$ cat config.mk
export PLATFORM = sky130hd
export DESIGN_NAME = json_string_escaper_top
export DESIGN_NICKNAME = d
export VERILOG_FILES = /design/src/design/jse_pkg.sv /design/src/design/jse_front.sv /design/src/design/jse_fifo.sv /design/src/design/jse_back.sv /design/src/design/json_string_escaper_top.sv
export SDC_FILE = /design/constraint.sdc
export NUM_CORES = 1
export LEC_CHECK = 0
export ABC_AREA = 1
export BUFFER_PORTS_ARGS = -buffer_cell sky130_fd_sc_hd__buf_4
export CORE_MARGIN = 4
export CORE_UTILIZATION = 55
export CTS_CLUSTER_DIAMETER = 50
export CTS_CLUSTER_SIZE = 8
export DETAILED_ROUTE_END_ITERATION = 8
export PLACE_DENSITY = 0.79
export SYNTH_ARGS = -nofsm -noshare
export SYNTH_HDL_FRONTEND = slang
export SYNTH_HIERARCHICAL = 1
export SYNTH_SLANG_ARGS = --single-unit
$ cat constraint.sdc
create_clock -name clk -period 4.6 [get_ports clk]
set_input_delay 0.92 -clock clk [delete_from_list [all_inputs] [get_ports clk]]
set_output_delay 0.92 -clock clk [all_outputs]
set_load 0.05 [all_outputs]
$ cat src/design/jse_pkg.sv
// ----------------------------------------------------------------------------
// jse_pkg
// types, character constants and helpers shared by the json string escaper
// ----------------------------------------------------------------------------
`default_nettype none

package jse_pkg;

  localparam logic [7:0] CH_QUOTE   = 8'h22;
  localparam logic [7:0] CH_BSLASH  = 8'h5C;
  localparam logic [7:0] CH_U       = 8'h75;
  localparam logic [7:0] CH_ZERO    = 8'h30;
  localparam logic [7:0] CTRL_LIMIT = 8'h20;

  // how the string byte of an item expands
  typedef enum logic [1:0] {
    KIND_PLAIN = 2'd0,   // byte passes through
    KIND_SHORT = 2'd1,   // backslash and one character
    KIND_UNI   = 2'd2    // backslash u 0 0 hex hex
  } esc_kind_t;

  // one classified item waiting for the expander
  typedef struct packed {
    logic      open_q;   // opening quote first
    logic      has_char; // a string byte follows
    esc_kind_t kind;
    logic [7:0] data;    // raw byte, or the character after the backslash for short escapes
    logic      close_q;  // closing quote last
  } desc_t;

  function automatic logic [7:0] hex_char(input logic [3:0] nib);
    hex_char = (nib < 4'd10) ? (8'h30 + {4'h0, nib}) : (8'h57 + {4'h0, nib});
  endfunction

endpackage

`default_nettype wire

$ cat src/design/jse_front.sv
// ----------------------------------------------------------------------------
// jse_front
// accepts input words, tracks the string start and classifies each byte
// ----------------------------------------------------------------------------
`default_nettype none

module jse_front (
  input  wire               clk,
  input  wire               rst_n,
  input  wire               in_tvalid,
  output logic              in_tready,
  input  wire  [7:0]        in_tdata,
  input  wire               in_tuser,
  input  wire               in_tlast,
  input  wire               q_full,
  output logic              q_push,
  output jse_pkg::desc_t    q_desc,
  output logic              at_start
);
  import jse_pkg::*;

  logic at_start_r, at_start_nxt;
  logic accept;

  assign in_tready = !q_full;
  assign accept    = in_tvalid && in_tready;
  // a word with no byte and no end makes nothing
  assign q_push    = accept && (in_tuser || in_tlast);
  assign at_start  = at_start_r;

  always_comb begin
    q_desc.open_q   = at_start_r;
    q_desc.has_char = in_tuser;
    q_desc.close_q  = in_tlast;
    q_desc.kind     = KIND_SHORT;
    q_desc.data     = in_tdata;
    unique case (in_tdata)
      8'h22:   q_desc.data = 8'h22;
      8'h5C:   q_desc.data = 8'h5C;
      8'h0A:   q_desc.data = 8'h6E; // n
      8'h09:   q_desc.data = 8'h74; // t
      8'h0D:   q_desc.data = 8'h72; // r
      8'h08:   q_desc.data = 8'h62; // b
      8'h0C:   q_desc.data = 8'h66; // f
      default: begin
        q_desc.kind = (in_tdata < CTRL_LIMIT) ? KIND_UNI : KIND_PLAIN;
      end
    endcase
  end

  always_comb begin
    at_start_nxt = at_start_r;
    if (q_push) begin
      at_start_nxt = in_tlast;
    end
  end

  always_ff @(posedge clk) begin
    if (!rst_n) begin
      at_start_r <= 1'b1;
    end else begin
      at_start_r <= at_start_nxt;
    end
  end

endmodule

`default_nettype wire

$ cat src/design/jse_fifo.sv
// ----------------------------------------------------------------------------
// jse_fifo
// short descriptor queue between the classifier and the expander
// ----------------------------------------------------------------------------
`default_nettype none

module jse_fifo #(
  parameter int QDEPTH = 4
) (
  input  wire               clk,
  input  wire               rst_n,
  input  wire               push,
  input  jse_pkg::desc_t    push_desc,
  input  wire               pop,
  output jse_pkg::desc_t    head,
  output logic              empty,
  output logic              full
);
  import jse_pkg::*;

  localparam int PW = (QDEPTH > 1) ? $clog2(QDEPTH) : 1;
  localparam int CW = $clog2(QDEPTH + 1);

  desc_t          slots_r [QDEPTH];
  logic [PW-1:0]  wr_ptr_r, wr_ptr_nxt;
  logic [PW-1:0]  rd_ptr_r, rd_ptr_nxt;
  logic [CW-1:0]  cnt_r, cnt_nxt;
  logic           do_push, do_pop;

  assign empty   = (cnt_r == '0);
  assign full    = (cnt_r == CW'(QDEPTH));
  assign do_push = push && !full;
  assign do_pop  = pop && !empty;
  assign head    = slots_r[rd_ptr_r];

  always_comb begin
    wr_ptr_nxt = wr_ptr_r;
    rd_ptr_nxt = rd_ptr_r;
    cnt_nxt    = cnt_r;
    if (do_push) begin
      wr_ptr_nxt = (wr_ptr_r == PW'(QDEPTH - 1)) ? '0 : wr_ptr_r + 1'b1;
    end
    if (do_pop) begin
      rd_ptr_nxt = (rd_ptr_r == PW'(QDEPTH - 1)) ? '0 : rd_ptr_r + 1'b1;
    end
    if (do_push && !do_pop) begin
      cnt_nxt = cnt_r + 1'b1;
    end else if (do_pop && !do_push) begin
      cnt_nxt = cnt_r - 1'b1;
    end
  end

  always_ff @(posedge clk) begin
    if (!rst_n) begin
      wr_ptr_r <= '0;
      rd_ptr_r <= '0;
      cnt_r    <= '0;
    end else begin
      wr_ptr_r <= wr_ptr_nxt;
      rd_ptr_r <= rd_ptr_nxt;
      cnt_r    <= cnt_nxt;
    end
  end

  always_ff @(posedge clk) begin
    if (do_push) begin
      slots_r[wr_ptr_r] <= push_desc;
    end
  end

endmodule

`default_nettype wire

$ cat src/design/jse_back.sv
// ----------------------------------------------------------------------------
// jse_back
// expands one descriptor into output words through a registered output stage
// ----------------------------------------------------------------------------
`default_nettype none

module jse_back (
  input  wire               clk,
  input  wire               rst_n,
  input  jse_pkg::desc_t    head,
  input  wire               q_empty,
  output logic              q_pop,
  output logic              out_tvalid,
  input  wire               out_tready,
  output logic [7:0]        out_tdata,
  output logic              out_tlast,
  output logic              out_tuser
);
  import jse_pkg::*;

  logic       out_valid_r, out_valid_nxt;
  logic [7:0] out_data_r;
  logic       out_last_r, out_done_r;
  logic [2:0] idx_r, idx_nxt;

  logic       advance, load;
  logic [2:0] nchar, last_idx, j;
  logic [3:0] nbeats;
  logic [7:0] beat_data;
  logic       beat_done, beat_last;

  assign advance = !out_valid_r || out_tready;
  assign load    = advance && !q_empty;

  always_comb begin
    unique case (head.kind)
      KIND_PLAIN: nchar = 3'd1;
      KIND_SHORT: nchar = 3'd2;
      KIND_UNI:   nchar = 3'd6;
      default:    nchar = 3'd1;
    endcase
    if (!head.has_char) begin
      nchar = 3'd0;
    end
    nbeats    = {3'b000, head.open_q} + {1'b0, nchar} + {3'b000, head.close_q};
    last_idx  = 3'(nbeats - 4'd1);
    beat_last = (idx_r == last_idx);
    j         = idx_r - {2'b00, head.open_q};
  end

  always_comb begin
    beat_data = CH_QUOTE;
    beat_done = 1'b0;
    priority if (head.open_q && idx_r == 3'd0) begin
      beat_data = CH_QUOTE;
    end else if (head.has_char && j < nchar) begin
      unique case (head.kind)
        KIND_PLAIN: beat_data = head.data;
        KIND_SHORT: beat_data = (j == 3'd0) ? CH_BSLASH : head.data;
        KIND_UNI: begin
          unique case (j)
            3'd0:    beat_data = CH_BSLASH;
            3'd1:    beat_data = CH_U;
            3'd2:    beat_data = CH_ZERO;
            3'd3:    beat_data = CH_ZERO;
            3'd4:    beat_data = hex_char(head.data[7:4]);
            default: beat_data = hex_char(head.data[3:0]);
          endcase
        end
        default:    beat_data = head.data;
      endcase
    end else begin
      beat_data = CH_QUOTE;
      beat_done = 1'b1;
    end
  end

  always_comb begin
    out_valid_nxt = out_valid_r;
    idx_nxt       = idx_r;
    q_pop         = 1'b0;
    if (advance) begin
      out_valid_nxt = !q_empty;
    end
    if (load) begin
      if (beat_last) begin
        idx_nxt = 3'd0;
        q_pop   = 1'b1;
      end else begin
        idx_nxt = idx_r + 3'd1;
      end
    end
  end

  always_ff @(posedge clk) begin
    if (!rst_n) begin
      out_valid_r <= 1'b0;
      idx_r       <= 3'd0;
    end else begin
      out_valid_r <= out_valid_nxt;
      idx_r       <= idx_nxt;
    end
  end

  always_ff @(posedge clk) begin
    if (load) begin
      out_data_r <= beat_data;
      out_last_r <= beat_last;
      out_done_r <= beat_done;
    end
  end

  assign out_tvalid = out_valid_r;
  assign out_tdata  = out_data_r;
  assign out_tlast  = out_last_r;
  assign out_tuser  = out_done_r;

endmodule

`default_nettype wire

$ cat src/design/json_string_escaper_top.sv
// path: an accepted input word is stored in the descriptor queue, then its first output word is registered
// throughput: one input word per cycle while each expands to one output word
//   and out_tready is high; a word expands to up to 8 output words (quotes,
//   escapes), one per cycle, so the single-beat expander paces the stream
// reset: rst_n synchronous active low; empties the queue and output stage
//   and arms the opening quote
// ----------------------------------------------------------------------------
// json_string_escaper_top
// streams string bytes in and gives the quoted, escaped json text out
// ----------------------------------------------------------------------------
`default_nettype none

module json_string_escaper_top #(
  parameter int QDEPTH = 4        // descriptor queue depth, at least 2
) (
  input  wire        clk,
  input  wire        rst_n,
  // input stream
  input  wire        in_tvalid,
  output logic       in_tready,
  input  wire  [7:0] in_tdata,    // [7:0] char_byte
  input  wire        in_tlast,    // string_end
  input  wire        in_tuser,    // [0] carries_char
  // output stream
  output logic       out_tvalid,
  input  wire        out_tready,
  output logic [7:0] out_tdata,   // [7:0] out_byte
  output logic       out_tlast,   // run_last
  output logic       out_tuser    // [0] string_done
);
  import jse_pkg::*;

  desc_t push_desc, head;
  logic  q_push, q_pop, q_empty, q_full;
  logic  at_start;

  // front: accept a word, classify its byte, track the pending opening quote
  jse_front u_front (
    .clk       (clk),
    .rst_n     (rst_n),
    .in_tvalid (in_tvalid),
    .in_tready (in_tready),
    .in_tdata  (in_tdata),
    .in_tuser  (in_tuser),
    .in_tlast  (in_tlast),
    .q_full    (q_full),
    .q_push    (q_push),
    .q_desc    (push_desc),
    .at_start  (at_start)
  );

  // queue lets the front keep taking words while the back stalls on escapes
  jse_fifo #(
    .QDEPTH (QDEPTH)
  ) u_fifo (
    .clk       (clk),
    .rst_n     (rst_n),
    .push      (q_push),
    .push_desc (push_desc),
    .pop       (q_pop),
    .head      (head),
    .empty     (q_empty),
    .full      (q_full)
  );

  // back: one output word per cycle unless out_tready stalls it, pops the descriptor on its last word
  jse_back u_back (
    .clk        (clk),
    .rst_n      (rst_n),
    .head       (head),
    .q_empty    (q_empty),
    .q_pop      (q_pop),
    .out_tvalid (out_tvalid),
    .out_tready (out_tready),
    .out_tdata  (out_tdata),
    .out_tlast  (out_tlast),
    .out_tuser  (out_tuser)
  );

  // closing quote is always the last word of its run
  a_done_is_quote: assert property (@(posedge clk) disable iff (!rst_n)
    (out_tvalid && out_tuser) |-> (out_tlast && out_tdata == CH_QUOTE))
    else $error("string_done word is not a final closing quote");

  // an accepted end word re-arms the opening quote
  a_end_rearms: assert property (@(posedge clk) disable iff (!rst_n)
    (in_tvalid && in_tready && in_tlast) |=> at_start)
    else $error("opening quote not re-armed after string end");

  // a byte-carrying word without end clears the pending quote
  a_char_clears: assert property (@(posedge clk) disable iff (!rst_n)
    (in_tvalid && in_tready && in_tuser && !in_tlast) |=> !at_start)
    else $error("opening quote still pending after a string byte");

  // nothing is presented right after reset
  a_reset_idle: assert property (@(posedge clk)
    !rst_n |=> !out_tvalid)
    else $error("output valid after reset");

endmodule

`default_nettype wire
==> impl_metrics.toml <==
[final_layout]
multi_input_area_sq_mm = 0.00181
area_delta_synth_final_pct = 9.90
seq_area_sq_mm = 0.00214
antenna_cells = 0
final_nets = 517
final_cell_area_sq_mm = 0.00477
fill_cells = 643
drive_gt1_share_pct = 23.3

[floorplan]
core_area_sq_mm = 0.00769
die_area_sq_mm = 0.00937
row_count = 32
start_util_pct = 56.4
die_width_um = 96.8
ioPinCount = 26
die_h_um = 96.8

[yosys]
synth_edf_count = 62
synth_common_cells = "75 x nand2_1, 62 x edfxtp_1, 57 x inv_1, 54 x nor2_1, 28 x o21ai_0"
synth_seq_cells = 76
synth_warnings = 6
syn_inst = 455
synth_cell_types = 42
netlist_area_sq_mm = 0.00434
synth_most_common_cell = "nand2_1"
synth_async_sr_flop_share_pct = 0
synth_area_per_cell_sq_um = 9.53
synth_ff_type = "edfxtp_1"
synth-seq-area-share_pct = 49.4
yosys.area.top_type = "edfxtp_1"
netlist.area_leader.share_pct = 42.9
syn_nets = 488
synth.top_cells.by_area = "edfxtp_1 43%, nand2_1 6.5%, dfxtp_1 6.5%"

[drt]
first_pass_iters = 4
routed_via_density = 5.17
vias = 3057
antenna_left = 0
drcViolationCount = 0
drt_iter0_drc = 174
routedWlPerCell_um = 13.4
drt-total-wl_mm = 7.91

[sta]
timing.setup.tns_ns = 0
finalHoldViolations = 0
tightest_slew_ns = 1.15
rsz0062_at_grt = "false"
finalCritPeriodShare_pct = 87.8
setup_ws_ns = 0.561
worst_clock_skew_ns = 0.00737
fmax_mhz = 248
fin_crit_ns = 4.04
drv_slew = 0
slew_headroom_pct = 23.3
setup_viol = 0

[clock_tree]
cts_hold_buf = 0
cts_tree = "done"
htreeDepth = 3
clock_latency_ns = 0.35
post_cts_resized = 0
cts_buffers = 9
clkTransAtPathRegs_ns = 0.08
cts_setup_buffers = 0
cts_sinks = 76
cts-root-buf = "clkbuf_8"
clk_path_buf_depth = 2

[critical_path]
arrival_ns = 4.28
slowest_stage = "dfxtp_1"
worstPathMaxFanout = 12
critPathMostFrequentCell = "ha_1"
cp_slowest_stage_delay_ns = 0.63
crit_type = "register to register"
crit_chain = "o21ai_0 -> o22ai_1 -> inv_1 -> ha_1 -> buf_4 -> nand2_1 -> ha_1 -> inv_1 -> ha_1 -> ha_1 -> o21ai_0 -> nand3_1 -> nand2_2 -> nand3_2 -> inv_1 -> nand2_2 -> ha_1 -> inv_1 -> fa_1 -> o21ai_0 -> nor2_1"
worst_setup_path_start_kind = "register"
end_kind = "register"
required_ns = 4.84

[power]
p_int_w = 0.00163
ir_drop_v = 0.000196
combPwrFrac_pct = 50.5
switching_share_pct = 44.4
pwr-share-clk_pct = 16.6
p_leak_nw = 2.10
p_seq_share_pct = 33.0
pwr_density_cell_mw_per_mm2 = 614
p_sw_w = 0.00130

[grt]
grt_pass1_wl_mm = 13.5
grt_antenna_before_repair = 1
grt.overflow.total = 0
grt_pass1_vias = 3085
grt_max_degree = 27
grt_usage_pct = 17.7

[job]
maxCapViolCount = 0

[place]
hpwl_mm = 5.90
gp_congestion = 0.865
dpl_cell_area_sq_mm = 0.00457
port_buffers = 25
post-place-ws_ns = 0.599

[run_status]
status = "completed"

[min_path]
hp-class = "register to register"
-- cells in the final DEF (no fill, tap or decap), drive strengths merged, types with 4 or more instances in the layout --
master	count
o22ai	13
nor2	71
inv	67
xor2	4
a21oi	15
clkbuf	9
nand3	23
nand2	99
clkinv	5
edfxtp	62
dfxtp	14
ha	18
buf	31
o211ai	6
o21ai	40
-- power groups by stage --
stage	Sequential [W]	Combinational, W	Clock [W]
final	0.000965	0.00148	0.000485
after global routing	0.000982	0.00165	0.000533
after CTS	0.000967	0.00148	0.000502
after detailed placement	0.000981	0.00147	0
after global placement	0.000977	0.00141	0
after floorplan	0.00112	0.00104	0
-- worst max-delay path: cells and delay by family (launching register included) --
| family | cells | cell delay (ns) |
|---|---|---|
| buf+inv | 5 | 0.47 |
| fa+ha+maj | 6 | 1.52 |
| compound gates | 4 | 0.80 |
| flops | 1 | 0.63 |
| simple gates | 6 | 0.54 |
-- layer usage --
layer	part of all wire (%)	vias to the layer above	track usage, %
li1	-	1562	-
met1	41	1406	19.4
met2	52	81	32.0
met3	5.5	8	5.12
met4	1.4	0	6.80
met5	0	-	0
-- cell type report --
type                       instances  share of cell area [%]
tap                              102                    2.68
clock inverter                     7                    1.42
multi-input combinational        299                    38.0
inverter                          67                    5.43
clock buffer                       9                    2.60
timing repair buffer              31                    4.88
sequential                        76                    44.9
-- kinds of logic after synthesis --
| kind of cell | synth area share, % |
|---|---|
| compound gates | 11.5 |
| xor+xnor | 1.01 |
| fa+ha+maj | 5.66 |
| buf+inv | 8.80 |
| flops | 49.4 |
| mux | 0.231 |
| simple gates | 23.4 |
-- through the flow --
stage          total power [W]  hold slack, ns  utilization, %  std cells
2_1_floorplan          0.00216           0.466               -        455
3_3_place_gp           0.00239           0.496            59.5        575
3_5_place_dp           0.00245           0.500            59.5        575
4_1_cts                0.00295           0.531            62.0        591
5_1_grt                0.00317           0.555            62.0        591
6_report               0.00293           0.531            62.0        591
-- flip-flops by register name, indices dropped and copies added, names as in the netlist, named ones only --
signal	cells
u_back/out_tvalid	1
u_fifo/rd_ptr_r	2
u_fifo/slots_r	52
u_front/at_start	1
u_fifo/cnt_r	3
u_fifo/wr_ptr_r	2
u_back/out_tlast	1
u_back/idx_r	3
u_back/out_tdata	8
u_back/out_tuser	1
-- path summary, 6_finish.rpt --
check                    from                    end  slack [ns]  cells past startpoint
max reg2reg          register        u_fifo/cnt_r[1]        0.56                     21
min          u_front/at_start  u_fifo/slots_r[0][12]        0.53                      0
min reg2reg  u_front/at_start  u_fifo/slots_r[0][12]        0.53                      0
max                  register        u_fifo/cnt_r[1]        0.56                     21
(Power assumes the default switching activity.)
